**config.mk**
```make
export PLATFORM = sky130hd
export DESIGN_NAME = key_press_classifier_top
export DESIGN_NICKNAME = d
export VERILOG_FILES = /design/src/rtl/core/kpc_pkg.sv /design/src/rtl/core/kpc_ram.sv /design/src/rtl/core/kpc_key_fsm.sv /design/src/rtl/core/key_press_classifier_top.sv
export SDC_FILE = /design/constraint.sdc
export NUM_CORES = 1
export LEC_CHECK = 0
export BUFFER_PORTS_ARGS = -buffer_cell sky130_fd_sc_hd__buf_2
export CAP_MARGIN = 5
export CORE_ASPECT_RATIO = 1.1
export CORE_MARGIN = 2
export CORE_UTILIZATION = 35
export DETAILED_ROUTE_END_ITERATION = 12
export GPL_TIMING_DRIVEN = 0
export HOLD_SLACK_MARGIN = 0.02
export PLACE_DENSITY = 0.49
export SLEW_MARGIN = 0
export SYNTH_ARGS = -nofsm -noshare
export SYNTH_HDL_FRONTEND = slang
export SYNTH_SLANG_ARGS = --single-unit
```
**constraint.sdc**
```tcl
create_clock -name clk -period 5.1 [get_ports clk]
set_clock_uncertainty 0.05 [all_clocks]
set_input_delay 0.255 -clock clk [delete_from_list [all_inputs] [get_ports clk]]
set_output_delay 0.255 -clock clk [all_outputs]
set_load 0.01 [all_outputs]
```
**src/rtl/core/kpc_pkg.sv**
```systemverilog
// ----------------------------------------------------------------------------
// kpc_pkg
// Shared types and constants of the key press classifier.
// ----------------------------------------------------------------------------
package kpc_pkg;

    // Per-key debounce phase
    typedef enum logic [1:0] {
        PH_IDLE    = 2'd0,
        PH_CONFIRM = 2'd1,
        PH_PRESSED = 2'd2,
        PH_HELD    = 2'd3
    } phase_t;

    // Reported event code
    typedef enum logic [1:0] {
        EV_NONE  = 2'd0,
        EV_SHORT = 2'd1,
        EV_LONG  = 2'd2
    } event_t;

    // Configuration register indexes
    localparam logic [1:0] CFG_LONG_PRESS    = 2'd0;
    localparam logic [1:0] CFG_RELEASE_CHECK = 2'd1;
    localparam logic [1:0] CFG_PRESSED_LEVEL = 2'd2;

    // Register reset values
    localparam logic [7:0] LONG_PRESS_RESET    = 8'd100;
    localparam logic [7:0] RELEASE_CHECK_RESET = 8'd10;
    localparam logic       PRESSED_LEVEL_RESET = 1'b0;

    localparam logic [7:0] TICKS_MAX = 8'd255;

    // One stored key entry
    typedef struct packed {
        phase_t     phase;
        logic [7:0] ticks;
    } entry_t;

    // Tick thresholds
    typedef struct packed {
        logic [7:0] long_press_ticks;
        logic [7:0] release_check_ticks;
    } kpc_cfg_t;

endpackage

```
**src/rtl/core/kpc_ram.sv**
```systemverilog
// ----------------------------------------------------------------------------
// kpc_ram
// Generic single-write, single-read RAM with registered read data.
// ----------------------------------------------------------------------------
module kpc_ram #(
    parameter int WIDTH = 10,
    parameter int DEPTH = 8,
    parameter int AW    = (DEPTH > 1) ? $clog2(DEPTH) : 1
) (
    input  logic             clk,
    input  logic             wr_en,
    input  logic [AW-1:0]    wr_addr,
    input  logic [WIDTH-1:0] wr_data,
    input  logic             rd_en,
    input  logic [AW-1:0]    rd_addr,
    output logic [WIDTH-1:0] rd_data
);

    logic [WIDTH-1:0] mem [DEPTH];

    // Write port
    always_ff @(posedge clk)
    begin
        if (wr_en)
        begin
            mem[wr_addr] <= wr_data;
        end
    end

    // Registered read port (old data on same-edge write)
    always_ff @(posedge clk)
    begin
        if (rd_en)
        begin
            rd_data <= mem[rd_addr];
        end
    end

endmodule

```
**src/rtl/core/kpc_key_fsm.sv**
```systemverilog
// ----------------------------------------------------------------------------
// kpc_key_fsm
// Next phase, tick count and event for one key sample.
// ----------------------------------------------------------------------------
module kpc_key_fsm (
    input  kpc_pkg::entry_t   cur,
    input  logic              pressed,
    input  kpc_pkg::kpc_cfg_t cfg,
    output kpc_pkg::entry_t   nxt,
    output kpc_pkg::event_t   press_event
);

    logic [7:0]      ticks_inc;
    logic            long_hit;
    logic            check_hit;
    kpc_pkg::phase_t nxt_phase;
    logic [7:0]      nxt_ticks;

    // Saturating tick count
    assign ticks_inc = (cur.ticks == kpc_pkg::TICKS_MAX) ? kpc_pkg::TICKS_MAX
                                                         : cur.ticks + 8'd1;
    assign long_hit  = (ticks_inc >= cfg.long_press_ticks);
    assign check_hit = (ticks_inc >= cfg.release_check_ticks);

    // Next phase
    always_comb
    begin
        nxt_phase = cur.phase;
        unique case (cur.phase)
            kpc_pkg::PH_IDLE:
            begin
                if (pressed)
                begin
                    nxt_phase = kpc_pkg::PH_CONFIRM;
                end
            end
            kpc_pkg::PH_CONFIRM:
            begin
                nxt_phase = pressed ? kpc_pkg::PH_PRESSED : kpc_pkg::PH_IDLE;
            end
            kpc_pkg::PH_PRESSED:
            begin
                if (!pressed)
                begin
                    nxt_phase = kpc_pkg::PH_IDLE;
                end
                else if (long_hit)
                begin
                    nxt_phase = kpc_pkg::PH_HELD;
                end
            end
            kpc_pkg::PH_HELD:
            begin
                if (check_hit && !pressed)
                begin
                    nxt_phase = kpc_pkg::PH_IDLE;
                end
            end
            default:
            begin
                nxt_phase = kpc_pkg::PH_IDLE;
            end
        endcase
    end

    // Tick count and event
    always_comb
    begin
        nxt_ticks   = ticks_inc;
        press_event = kpc_pkg::EV_NONE;
        unique case (cur.phase)
            kpc_pkg::PH_IDLE,
            kpc_pkg::PH_CONFIRM:
            begin
                if (pressed)
                begin
                    nxt_ticks = 8'd0;
                end
            end
            kpc_pkg::PH_PRESSED:
            begin
                if (!pressed)
                begin
                    nxt_ticks   = 8'd0;
                    press_event = kpc_pkg::EV_SHORT;
                end
                else if (long_hit)
                begin
                    nxt_ticks   = 8'd0;
                    press_event = kpc_pkg::EV_LONG;
                end
            end
            kpc_pkg::PH_HELD:
            begin
                if (check_hit)
                begin
                    nxt_ticks = 8'd0;
                end
            end
            default:
            begin
                nxt_ticks = ticks_inc;
            end
        endcase
    end

    // Pack next entry
    assign nxt = '{phase: nxt_phase, ticks: nxt_ticks};

endmodule

```
**src/rtl/core/key_press_classifier_top.sv**
```systemverilog
// ----------------------------------------------------------------------------
// key_press_classifier_top
// Debounced short/long press detection for several keys sampled per tick.
// ----------------------------------------------------------------------------
// The block takes one key sample per cycle unless the output stalls, and
// returns exactly one result per sample, via the update stage and output register.
// The per-key phase and tick counter live in one RAM with a registered read: a
// sample reads its key's entry in the transfer cycle, the update stage updates it
// and writes it back when it advances, and the most recent write is forwarded to
// a sample of the same key that follows directly. A valid bit per key makes
// entries read as idle with zero ticks after reset, so no clearing pass is
// needed. Samples with a key index not below NUM_KEYS leave all state untouched
// and report no event. Thresholds must be written by the user through the cfg
// port while no sample is in flight; the block itself does not enforce this.
module key_press_classifier_top #(
    parameter int NUM_KEYS = 8
) (
    input  logic       clk,
    input  logic       rst_n,
    // Configuration writes
    input  logic       cfg_valid,
    output logic       cfg_ready,
    input  logic [1:0] cfg_index,
    input  logic [7:0] cfg_data,
    // Sample input
    input  logic       s_axis_tvalid,
    output logic       s_axis_tready,
    input  logic [7:0] s_axis_tdata,  // [2:0] key_index, [3] key_level, zero pad
    // Event output
    output logic       m_axis_tvalid,
    input  logic       m_axis_tready,
    output logic [7:0] m_axis_tdata   // [2:0] event_key, [4:3] press_event, zero pad
);

    localparam int AW = (NUM_KEYS > 1) ? $clog2(NUM_KEYS) : 1;
    localparam int EW = $bits(kpc_pkg::entry_t);

    // Configuration registers
    logic [7:0] long_press_reg;
    logic [7:0] release_check_reg;
    logic       pressed_level_reg;

    // Input decode
    logic [2:0]    in_key;
    logic          in_level;
    logic [AW+2:0] in_key_ext;
    logic [AW-1:0] in_addr;
    logic          in_range;
    logic          in_xfer;

    // Update stage
    logic          s1_valid_reg;
    logic [2:0]    s1_key_reg;
    logic          s1_level_reg;
    logic          s1_range_reg;
    logic [AW-1:0] s1_addr_reg;
    logic          rd_valid_reg;
    logic          s1_adv;

    // Last write, for forwarding
    logic            fwd_valid_reg;
    logic [AW-1:0]   fwd_addr_reg;
    kpc_pkg::entry_t fwd_entry_reg;

    logic [NUM_KEYS-1:0] entry_valid_reg;

    logic [EW-1:0]     ram_rdata;
    kpc_pkg::entry_t   cur_entry;
    kpc_pkg::entry_t   nxt_entry;
    kpc_pkg::event_t   fsm_event;
    kpc_pkg::kpc_cfg_t fsm_cfg;
    logic              pressed;
    logic              wr_en;

    // Output register
    logic            out_valid_reg;
    logic [2:0]      out_key_reg;
    kpc_pkg::event_t out_event_reg;

    // Configuration port
    assign cfg_ready = 1'b1;

    always_ff @(posedge clk or negedge rst_n)
    begin
        if (!rst_n)
        begin
            long_press_reg    <= kpc_pkg::LONG_PRESS_RESET;
            release_check_reg <= kpc_pkg::RELEASE_CHECK_RESET;
            pressed_level_reg <= kpc_pkg::PRESSED_LEVEL_RESET;
        end
        else if (cfg_valid && cfg_ready)
        begin
            unique case (cfg_index)
                kpc_pkg::CFG_LONG_PRESS:    long_press_reg    <= cfg_data;
                kpc_pkg::CFG_RELEASE_CHECK: release_check_reg <= cfg_data;
                kpc_pkg::CFG_PRESSED_LEVEL: pressed_level_reg <= cfg_data[0];
                default:                    long_press_reg    <= long_press_reg;
            endcase
        end
    end

    // Input decode and handshake
    assign in_key     = s_axis_tdata[2:0];
    assign in_level   = s_axis_tdata[3];
    assign in_key_ext = {{AW{1'b0}}, in_key};
    assign in_addr    = in_key_ext[AW-1:0];
    assign in_range   = (32'(in_key) < 32'(NUM_KEYS));

    assign s1_adv        = s1_valid_reg && (!out_valid_reg || m_axis_tready);
    assign s_axis_tready = !s1_valid_reg || s1_adv;
    assign in_xfer       = s_axis_tvalid && s_axis_tready;

    // Key state memory
    kpc_ram #(
        .WIDTH (EW),
        .DEPTH (NUM_KEYS)
    ) u_state_ram (
        .clk     (clk),
        .wr_en   (wr_en),
        .wr_addr (s1_addr_reg),
        .wr_data (nxt_entry),
        .rd_en   (in_xfer),
        .rd_addr (in_addr),
        .rd_data (ram_rdata)
    );

    // Update stage registers
    always_ff @(posedge clk or negedge rst_n)
    begin
        if (!rst_n)
        begin
            s1_valid_reg <= 1'b0;
        end
        else if (in_xfer)
        begin
            s1_valid_reg <= 1'b1;
        end
        else if (s1_adv)
        begin
            s1_valid_reg <= 1'b0;
        end
    end

    always_ff @(posedge clk)
    begin
        if (in_xfer)
        begin
            s1_key_reg   <= in_key;
            s1_level_reg <= in_level;
            s1_range_reg <= in_range;
            s1_addr_reg  <= in_addr;
            rd_valid_reg <= in_range && entry_valid_reg[in_addr];
        end
    end

    // Entry select: last write, stored entry, or reset value
    always_comb
    begin
        if (fwd_valid_reg && (fwd_addr_reg == s1_addr_reg))
        begin
            cur_entry = fwd_entry_reg;
        end
        else if (rd_valid_reg)
        begin
            cur_entry = kpc_pkg::entry_t'(ram_rdata);
        end
        else
        begin
            cur_entry = '{phase: kpc_pkg::PH_IDLE, ticks: 8'd0};
        end
    end

    assign pressed = (s1_level_reg == pressed_level_reg);
    assign fsm_cfg = '{long_press_ticks: long_press_reg,
                       release_check_ticks: release_check_reg};

    kpc_key_fsm u_key_fsm (
        .cur         (cur_entry),
        .pressed     (pressed),
        .cfg         (fsm_cfg),
        .nxt         (nxt_entry),
        .press_event (fsm_event)
    );

    assign wr_en = s1_adv && s1_range_reg;

    // Valid bits and forwarding register
    always_ff @(posedge clk or negedge rst_n)
    begin
        if (!rst_n)
        begin
            entry_valid_reg <= '0;
            fwd_valid_reg   <= 1'b0;
        end
        else if (wr_en)
        begin
            entry_valid_reg[s1_addr_reg] <= 1'b1;
            fwd_valid_reg                <= 1'b1;
        end
    end

    always_ff @(posedge clk)
    begin
        if (wr_en)
        begin
            fwd_addr_reg  <= s1_addr_reg;
            fwd_entry_reg <= nxt_entry;
        end
    end

    // Output register
    always_ff @(posedge clk or negedge rst_n)
    begin
        if (!rst_n)
        begin
            out_valid_reg <= 1'b0;
        end
        else if (s1_adv)
        begin
            out_valid_reg <= 1'b1;
        end
        else if (m_axis_tready)
        begin
            out_valid_reg <= 1'b0;
        end
    end

    always_ff @(posedge clk)
    begin
        if (s1_adv)
        begin
            out_key_reg   <= s1_key_reg;
            out_event_reg <= s1_range_reg ? fsm_event : kpc_pkg::EV_NONE;
        end
    end

    assign m_axis_tvalid = out_valid_reg;
    assign m_axis_tdata  = {3'b000, out_event_reg, out_key_reg};

    // Checks
    a_adv_fills_out: assert property (@(posedge clk) disable iff (!rst_n)
        s1_adv |=> m_axis_tvalid)
        else $error("update stage advanced but no result presented");

    a_short_to_idle: assert property (@(posedge clk) disable iff (!rst_n)
        (s1_adv && s1_range_reg && fsm_event == kpc_pkg::EV_SHORT) |=>
        (fwd_valid_reg && fwd_entry_reg.phase == kpc_pkg::PH_IDLE))
        else $error("short press did not return key to idle");

    a_long_to_held: assert property (@(posedge clk) disable iff (!rst_n)
        (s1_adv && s1_range_reg && fsm_event == kpc_pkg::EV_LONG) |=>
        (fwd_valid_reg && fwd_entry_reg.phase == kpc_pkg::PH_HELD
         && fwd_entry_reg.ticks == 8'd0))
        else $error("long press did not enter held phase with cleared ticks");

    a_event_code: assert property (@(posedge clk) disable iff (!rst_n)
        m_axis_tvalid |-> (m_axis_tdata[4:3] != 2'd3 && m_axis_tdata[7:5] == 3'd0))
        else $error("invalid event code on output");

endmodule

```
==> reports/results.tsv, run 1 <==
stage	metric	value	unit
run_status	status	completed	
logic_synthesis	synthCells	396	
power_and_ir_drop	power.density	423	nW/um^2
setup_path	cp-start-kind	register	
timing	whs	0.0375	ns
placed_design	place_congestion	0.797	
setup_path	worstPathRequired	5.32	ns
timing	fin_crit	4.79	ns
power_and_ir_drop	clkPwrFrac	0.408	
power_and_ir_drop	p_int	2.42	mW
timing	rsz0062_at_grt	no	
global_route	grt_use_total	0.151	
routing	vias	3493	
clock_tree	cts.path.max_buffers	2	
floorplanning	rows	50	
cells_and_area	most-common-layout-cells	edfxtp_1 (110), nand2_1 (29), buf_2 (26)	
floorplanning	dieHeight	143	um
timing	fmax	209	MHz
routing	drtIter0Drc	224	
clock_tree	cts_root_buf	clkbuf_16	
floorplanning	fp.dieW	130	um
global_route	grt_pass1_wl	20300	um
power_and_ir_drop	swShare	0.255	
power_and_ir_drop	seq_power_share	0.429	
routing	drt_wl_total	12800	um
logic_synthesis	avgSynthCellArea	15.4	sq um
setup_path	r2r_cells	20	
power_and_ir_drop	power	3.25	mW
logic_synthesis	ys_types	51	
power_and_ir_drop	comb_power_share	0.163	
logic_synthesis	synth_top_flop_cell	edfxtp_1	
routing	vias_per_cell	4.86	
global_route	antenna_found_initial	0	
cells_and_area	synthToLayoutAreaGrowth	25.8	%
floorplanning	die_area	18500	sq um
clock_tree	cts.sinks	138	
logic_synthesis	synth-seq-cells	138	
timing	finalSetupViolations	0	
setup_path	crit_path_end_kind	register	
routing	postRouteAntennaNets	0	
setup_path	rrSetupSlack	0.31	ns
power_and_ir_drop	p_leak	2.84	nW
cells_and_area	stdcell_count	719	
clock_tree	cts_tree	done	
clock_tree	htree_num_levels	4	
timing	slew_headroom	0.222	
floorplanning	core_area	17100	sq um
routing	dr.pass1.iters	4	
logic_synthesis	ys_seq_area_frac	0.657	
logic_synthesis	async_reset_ff_frac	0.203	
cells_and_area	drive_gt1_frac	0.330	
hold_path	min_path_type	in -> reg	
timing	tightest_slew	1.16	ns
setup_path	worstPathMaxFanout	10	
cells_and_area	diodes	0	
global_route	grt_pass1_vias	3691	
placed_design	hpwl	8570	um
floorplanning	ios	34	
timing	final_hold_viol_count	0	
logic_synthesis	synth_edf_count	110	
setup_path	path_class	reg -> reg	
flow_run	cap_violations	0	
cells_and_area	fin_nets	512	
hold_path	min_delay_path_depth	3	
power_and_ir_drop	vdd_ir_drop_max	0.000260	V
timing	drv_slew	0	
placed_design	port_buffers	25	
cells_and_area	register_area	4010	sq um
cells_and_area	fillers	1526	
cells_and_area	largest_reg_flops	80	
global_route	grt_max_degree	29	
cells_and_area	layout_commonest_cell	edfxtp_1	
floorplanning	start_util	0.358	
global_route	grt_overflow	0	
power_and_ir_drop	p_switching	830	uW
cells_and_area	multi_input_area	2130	sq um
timing	fin_crit_sh	0.939	
logic_synthesis	synth_area	6110	sq um
clock_tree	clk_latency	0.42	ns
logic_synthesis	yosys_warnings	0	
routing	routedWlPerCell	17.8	um
routing	drc_errors	0	
clock_tree	clk_pin_slew_worst_paths	0.06	ns
setup_path	worstPathArrival	5.00	ns
clock_tree	numCtsBuffers	17	
placed_design	dp_cells	660	
==> kinds of logic (layout without fill, tap and decap cells) <==
family,Yosys count,after routing,synth area share
and+or+nand+nor,106,106,0.0908
adders and majority gates,17,17,0.0348
muxes,49,49,0.131
xor gates and xnor gates,8,8,0.0115
other,2,4,0.00123
buffers and inverters,32,119,0.0236
DFF,138,138,0.657
AOI/OAI and AO/OA,44,44,0.0504
==> power by group through the flow <==
| stage | combinational, mW | clock (mW) | sequential [mW] |
|---|---|---|---|
| 2_1_floorplan | 0.282 | 0 | 1.41 |
| 3_3_place_gp | 0.391 | 0 | 1.42 |
| 3_5_place_dp | 0.405 | 0 | 1.42 |
| 4_1_cts | 0.496 | 1.36 | 1.40 |
| 5_1_grt | 0.590 | 1.41 | 1.40 |
| 6_report | 0.530 | 1.33 | 1.40 |
==> final timing paths <==
check	startpoint	to
max in group asynchronous	rst_n	release_check_reg[7]
hold / removal	cfg_data[3]	long_press_reg[3]
setup / recovery	s1_addr_reg[0]	u_state_ram.mem[0][2]
setup reg to reg	s1_addr_reg[0]	u_state_ram.mem[0][2]
min in group asynchronous	rst_n	pressed_level_reg
hold reg to reg	entry_valid_reg[5]	entry_valid_reg[5]
==> layout make-up <==
| class | count | share of cell area |
|---|---|---|
| clock inverter | 15 | 0.0275 |
| timing repair buffer | 55 | 0.0606 |
| sequential | 138 | 0.522 |
| buffer | 13 | 0.00945 |
| inverter | 19 | 0.00929 |
| multi-input combinational | 228 | 0.277 |
| tap | 234 | 0.0381 |
| clock buffer | 17 | 0.0554 |
==> cell usage after synthesis (all sizes together), types with 6 or more instances <==
| cell type | number | area [sq um] |
|---|---|---|
| edfxtp | 110 | 3300 |
| nand2 | 29 | 109 |
| mux2 | 24 | 274 |
| dfrtp | 23 | 576 |
| mux4 | 22 | 495 |
| inv | 19 | 71.3 |
| ha | 17 | 213 |
| nor2 | 16 | 60.1 |
| o21ai | 15 | 75.1 |
| nand2b | 10 | 62.6 |
| nand3 | 10 | 50.1 |
| or2 | 9 | 56.3 |
| buf | 8 | 53.8 |
| nor3 | 7 | 35.0 |
| a211oi | 6 | 45.0 |
| a31oi | 6 | 37.5 |
| and3 | 6 | 37.5 |
==> routing by layer <==
metal / track usage / vias up / part of all wire
li1: - / 1659 / -
met1: 0.186 / 1766 / 0.43
met2: 0.254 / 53 / 0.52
met3: 0.0406 / 15 / 0.032
met4: 0.0560 / 0 / 0.016
met5: 0 / - / 0
==> worst max-delay path: stages (launching register included) <==
cell and delay, ns:
edfxtp_1 0.44, xor2_1 0.23, or4b_1 0.51, buf_2 0.18
buf_6 0.15, nand3_1 0.08, nand2_1 0.12, ha_1 0.27
nand3_1 0.12, nand2b_1 0.18, nor3_2 0.07, a41oi_4 0.24
and2_4 0.21, ha_1 0.21, nand2b_1 0.15, a2111o_1 0.45
a31oi_4 0.26, a221oi_4 0.11, buf_12 0.17, nor4_4 0.20
buf_4 0.21
==> timing repair <==
action                                  CTS  global route
gates resized for setup                  19             7
buffers inserted                         10             6
pin swaps                                 9             3
endpoints found under the hold margin    33             0
hold buffers                             10             0
endpoints found under the setup margin   90            81
==> through the flow <==
stage,util,setup TNS [ns],setup WS [ns],instance area (sq um)
after floorplan,-,0,0.139,6110
final,0.450,0,0.313,7680
after CTS,0.443,0,0.0415,7570
after detailed placement,0.385,-76.37,-1.32,6570
after global placement,0.382,-65.99,-1.11,6530
after global routing,0.450,0,0.0156,7680
Power figures use the tool's default switching activity.
==> run 2: changes to the inputs <==
Settings changed: ABC_AREA set to 1.
==> run 2 against run 1 <==
- maximum frequency is 14% higher
- final area down 5.3%
- final cell count increased by 26%
- power decreased by 8.2%
- sequential share of layout area grew 2.9 points
- sequential power about the same
- non-clock buffer count decreased by 11
- worst setup slack gained 0.57 ns
- highest routed layer unchanged
- combinational power fell by 7.7%
==> reports/results.tsv, run 2 <==
stage	metric	value	unit
global_route	grt_use_total	0.153	
global_route	antenna_found_initial	0	
timing	fin_crit_sh	0.827	
floorplanning	rows	51	
setup_path	crit_chain	nand2_1 > nand2_1 > nor2_1 > buf_4 > nand3_1 > nand2_1 > ha_1 > nand3_4 > nor2_4 > nand2_4 > nand2_1 > nor2_1 > inv_1 > ha_1 > a21oi_1 > nor2_1 > nor3_1 > nand2_1 > nor2_1 > nor2_1 > a21oi_2 > inv_1 > nor2_1	
logic_synthesis	synth_compound_area_frac	0.0855	
routing	route.met3.wl	499	um
hold_path	min_path_type	in -> reg	
logic_synthesis	synth-simple-area-share	0.172	
routing	drt-met1-wl	5750	um
clock_tree	htree_num_levels	4	
logic_synthesis	synthCells	599	
floorplanning	core_area	17600	sq um
logic_synthesis	yosys.area.top_type_share	0.529	
placed_design	hpwl	9870	um
logic_synthesis	synth_top_flop_cell	edfxtp_1	
logic_synthesis	synth_edf_count	110	
clock_tree	cts.sinks	138	
routing	wl_met2	7080	um
timing	final_hold_viol_count	0	
setup_path	worstPathMaxFanout	10	
floorplanning	die_area	18900	sq um
logic_synthesis	ys_seq_area_frac	0.642	
timing	tightest_slew	1.08	ns
floorplanning	start_util	0.355	
logic_synthesis	synth_top_family_by_area	simple AND/OR/NAND/NOR gates	
placed_design	port_buffers	25	
routing	routedWlPerCell	15.0	um
setup_path	crit_slowest_cell	nor2_1	
clock_tree	clk_pin_slew_worst_paths	0.06	ns
global_route	grt_pass1_vias	4126	
timing	fmax	237	MHz
logic_synthesis	ys_types	34	
setup_path	path_class	reg -> reg	
timing	whs	0.0436	ns
cells_and_area	fin_nets	692	
setup_path	crit_path_end_kind	register	
timing	slew_headroom	0.275	
logic_synthesis	synth.area.mux_share	0	
timing	drv_slew	0	
run_status	status	completed	
routing	dr.max_layer_used	met4	
floorplanning	ios	34	
logic_synthesis	yosysMostFrequentCell	edfxtp_1	
global_route	grt_max_degree	29	
routing	vias	4121	
routing	drt_wl_total	13500	um
logic_synthesis	synth_area	6250	sq um
cells_and_area	register_area	4010	sq um
power_and_ir_drop	p_leak	2.99	nW
routing	dr.pass1.iters	4	
clock_tree	clk_latency	0.41	ns
logic_synthesis	synthAdderAreaFrac	0.0340	
setup_path	cp_slowest_stage_delay	0.61	ns
power_and_ir_drop	vdd_ir_drop_max	0.000240	V
floorplanning	dieHeight	144	um
timing	fin_crit	4.22	ns
global_route	grt_overflow	0	
floorplanning	fp.dieW	131	um
clock_tree	cts_root_buf	clkbuf_16	
routing	drc_errors	0	
logic_synthesis	synth.area.top_cells	edfxtp_1 (53%), dfrtp_1 (9.2%), nor2_1 (6.4%)	
clock_tree	cts.path.max_buffers	2	
logic_synthesis	async_reset_ff_frac	0.203	
cells_and_area	most-common-layout-cells	edfxtp_1 (110), nor2_1 (107), nand2_1 (90)	
logic_synthesis	avgSynthCellArea	10.4	sq um
logic_synthesis	yosys_warnings	0	
logic_synthesis	yosys.area.top_type	edfxtp_1	
clock_tree	cts_setup_buffers	0	
setup_path	cp-start-kind	register	
clock_tree	hold_buffers	7	
cells_and_area	drive_gt1_frac	0.138	
clock_tree	cts_tree	done	
setup_path	worstPathArrival	4.27	ns
logic_synthesis	synth-xor-area-share	0.00421	
setup_path	crit_top_cell	nor2_1	
flow_run	cap_violations	0	
routing	postRouteAntennaNets	0	
logic_synthesis	synth-seq-cells	138	
cells_and_area	largest_reg_flops	80	
routing	drtIter0Drc	201	
power_and_ir_drop	power.density	411	nW/um^2
timing	finalSetupViolations	0	
cells_and_area	fillers	1734	
cells_and_area	diodes	0	
global_route	grt_pass1_wl	21900	um
clock_tree	cts_resized	0	
setup_path	worstPathRequired	5.15	ns
cells_and_area	layout_commonest_cell	edfxtp_1	
cells_and_area	multi_input_area	1860	sq um
cells_and_area	synthToLayoutAreaGrowth	16.4	%
timing	setup_tns	0	ns
clock_tree	numCtsBuffers	17	
placed_design	place_congestion	0.785	
logic_synthesis	synth_common_cells	edfxtp_1 (110), nor2_1 (107), nand2_1 (90), o21ai_0 (69), inv_1 (66)	
routing	vias_per_cell	4.56	
timing	rsz0062_at_grt	no	
[run 2: critical path, delay by kind of cell (launching register included)]
kind / cells / cell delay [ns]
AND/OR/NAND/NOR: 16 / 2.06
adder cells (fa/ha/maj): 2 / 0.50
buffers and inverters: 3 / 0.47
flip-flops: 1 / 0.46
AO/OA/AOI/OAI: 2 / 0.37
[run 2: metrics by stage]
step / instance area [sq um] / power (mW) / setup slack (ns) / cells / util
finish: 7270 / 2.99 / 0.884 / 903 / 0.413
global route: 7270 / 3.15 / 0.360 / 903 / 0.413
CTS: 7270 / 3.02 / 0.818 / 903 / 0.413
detailed placement: 6680 / 1.93 / 0.842 / 864 / 0.379
global placement: 6680 / 1.91 / 0.946 / 864 / 0.379
floorplan: 6250 / 1.76 / 1.82 / 601 / -
[run 2: kinds of logic after synthesis]
kind of cell	count (synthesis)
simple gates	245
flops	138
compound gates	100
buf+inv	94
fa+ha+maj	17
xor+xnor	3
other cells	2
[run 2: where the power goes]
part	switching (mW)	internal (mW)
logic	0.339	0.150
clock network	0.453	0.631
registers	0.0353	1.38
total	0.827	2.16
[run 2: cell type report]
| type | instances | area share |
|---|---|---|
| multi-input cells | 369 | 0.256 |
| flip-flops and latches | 138 | 0.552 |
| clock buffers | 21 | 0.0620 |
| inverters | 69 | 0.0358 |
| plain buffers | 25 | 0.0165 |
| well taps | 238 | 0.0410 |
| clock inverters | 11 | 0.00998 |
| repair buffers | 32 | 0.0268 |
[run 2: path summary, 6_finish.rpt]
kind                            cells past startpoint               start  slack [ns]            endpoint
min in group asynchronous                           2               rst_n        0.36   long_press_reg[4]
max in group asynchronous                           2               rst_n        4.23       fwd_valid_reg
worst max register to register                     23      s1_addr_reg[1]        0.88    fwd_entry_reg[3]
worst min-delay path                                3         cfg_data[6]        0.04   long_press_reg[6]
worst max-delay path                               23      s1_addr_reg[1]        0.88    fwd_entry_reg[3]
worst min register to register                      1  entry_valid_reg[4]        0.41  entry_valid_reg[4]
[run 2: per-layer routing]
| layer | up-vias | GRT usage |
|---|---|---|
| li1 | 2103 | - |
| met1 | 1917 | 0.175 |
| met2 | 84 | 0.277 |
| met3 | 17 | 0.0368 |
| met4 | 0 | 0.0624 |
| met5 | - | 0 |
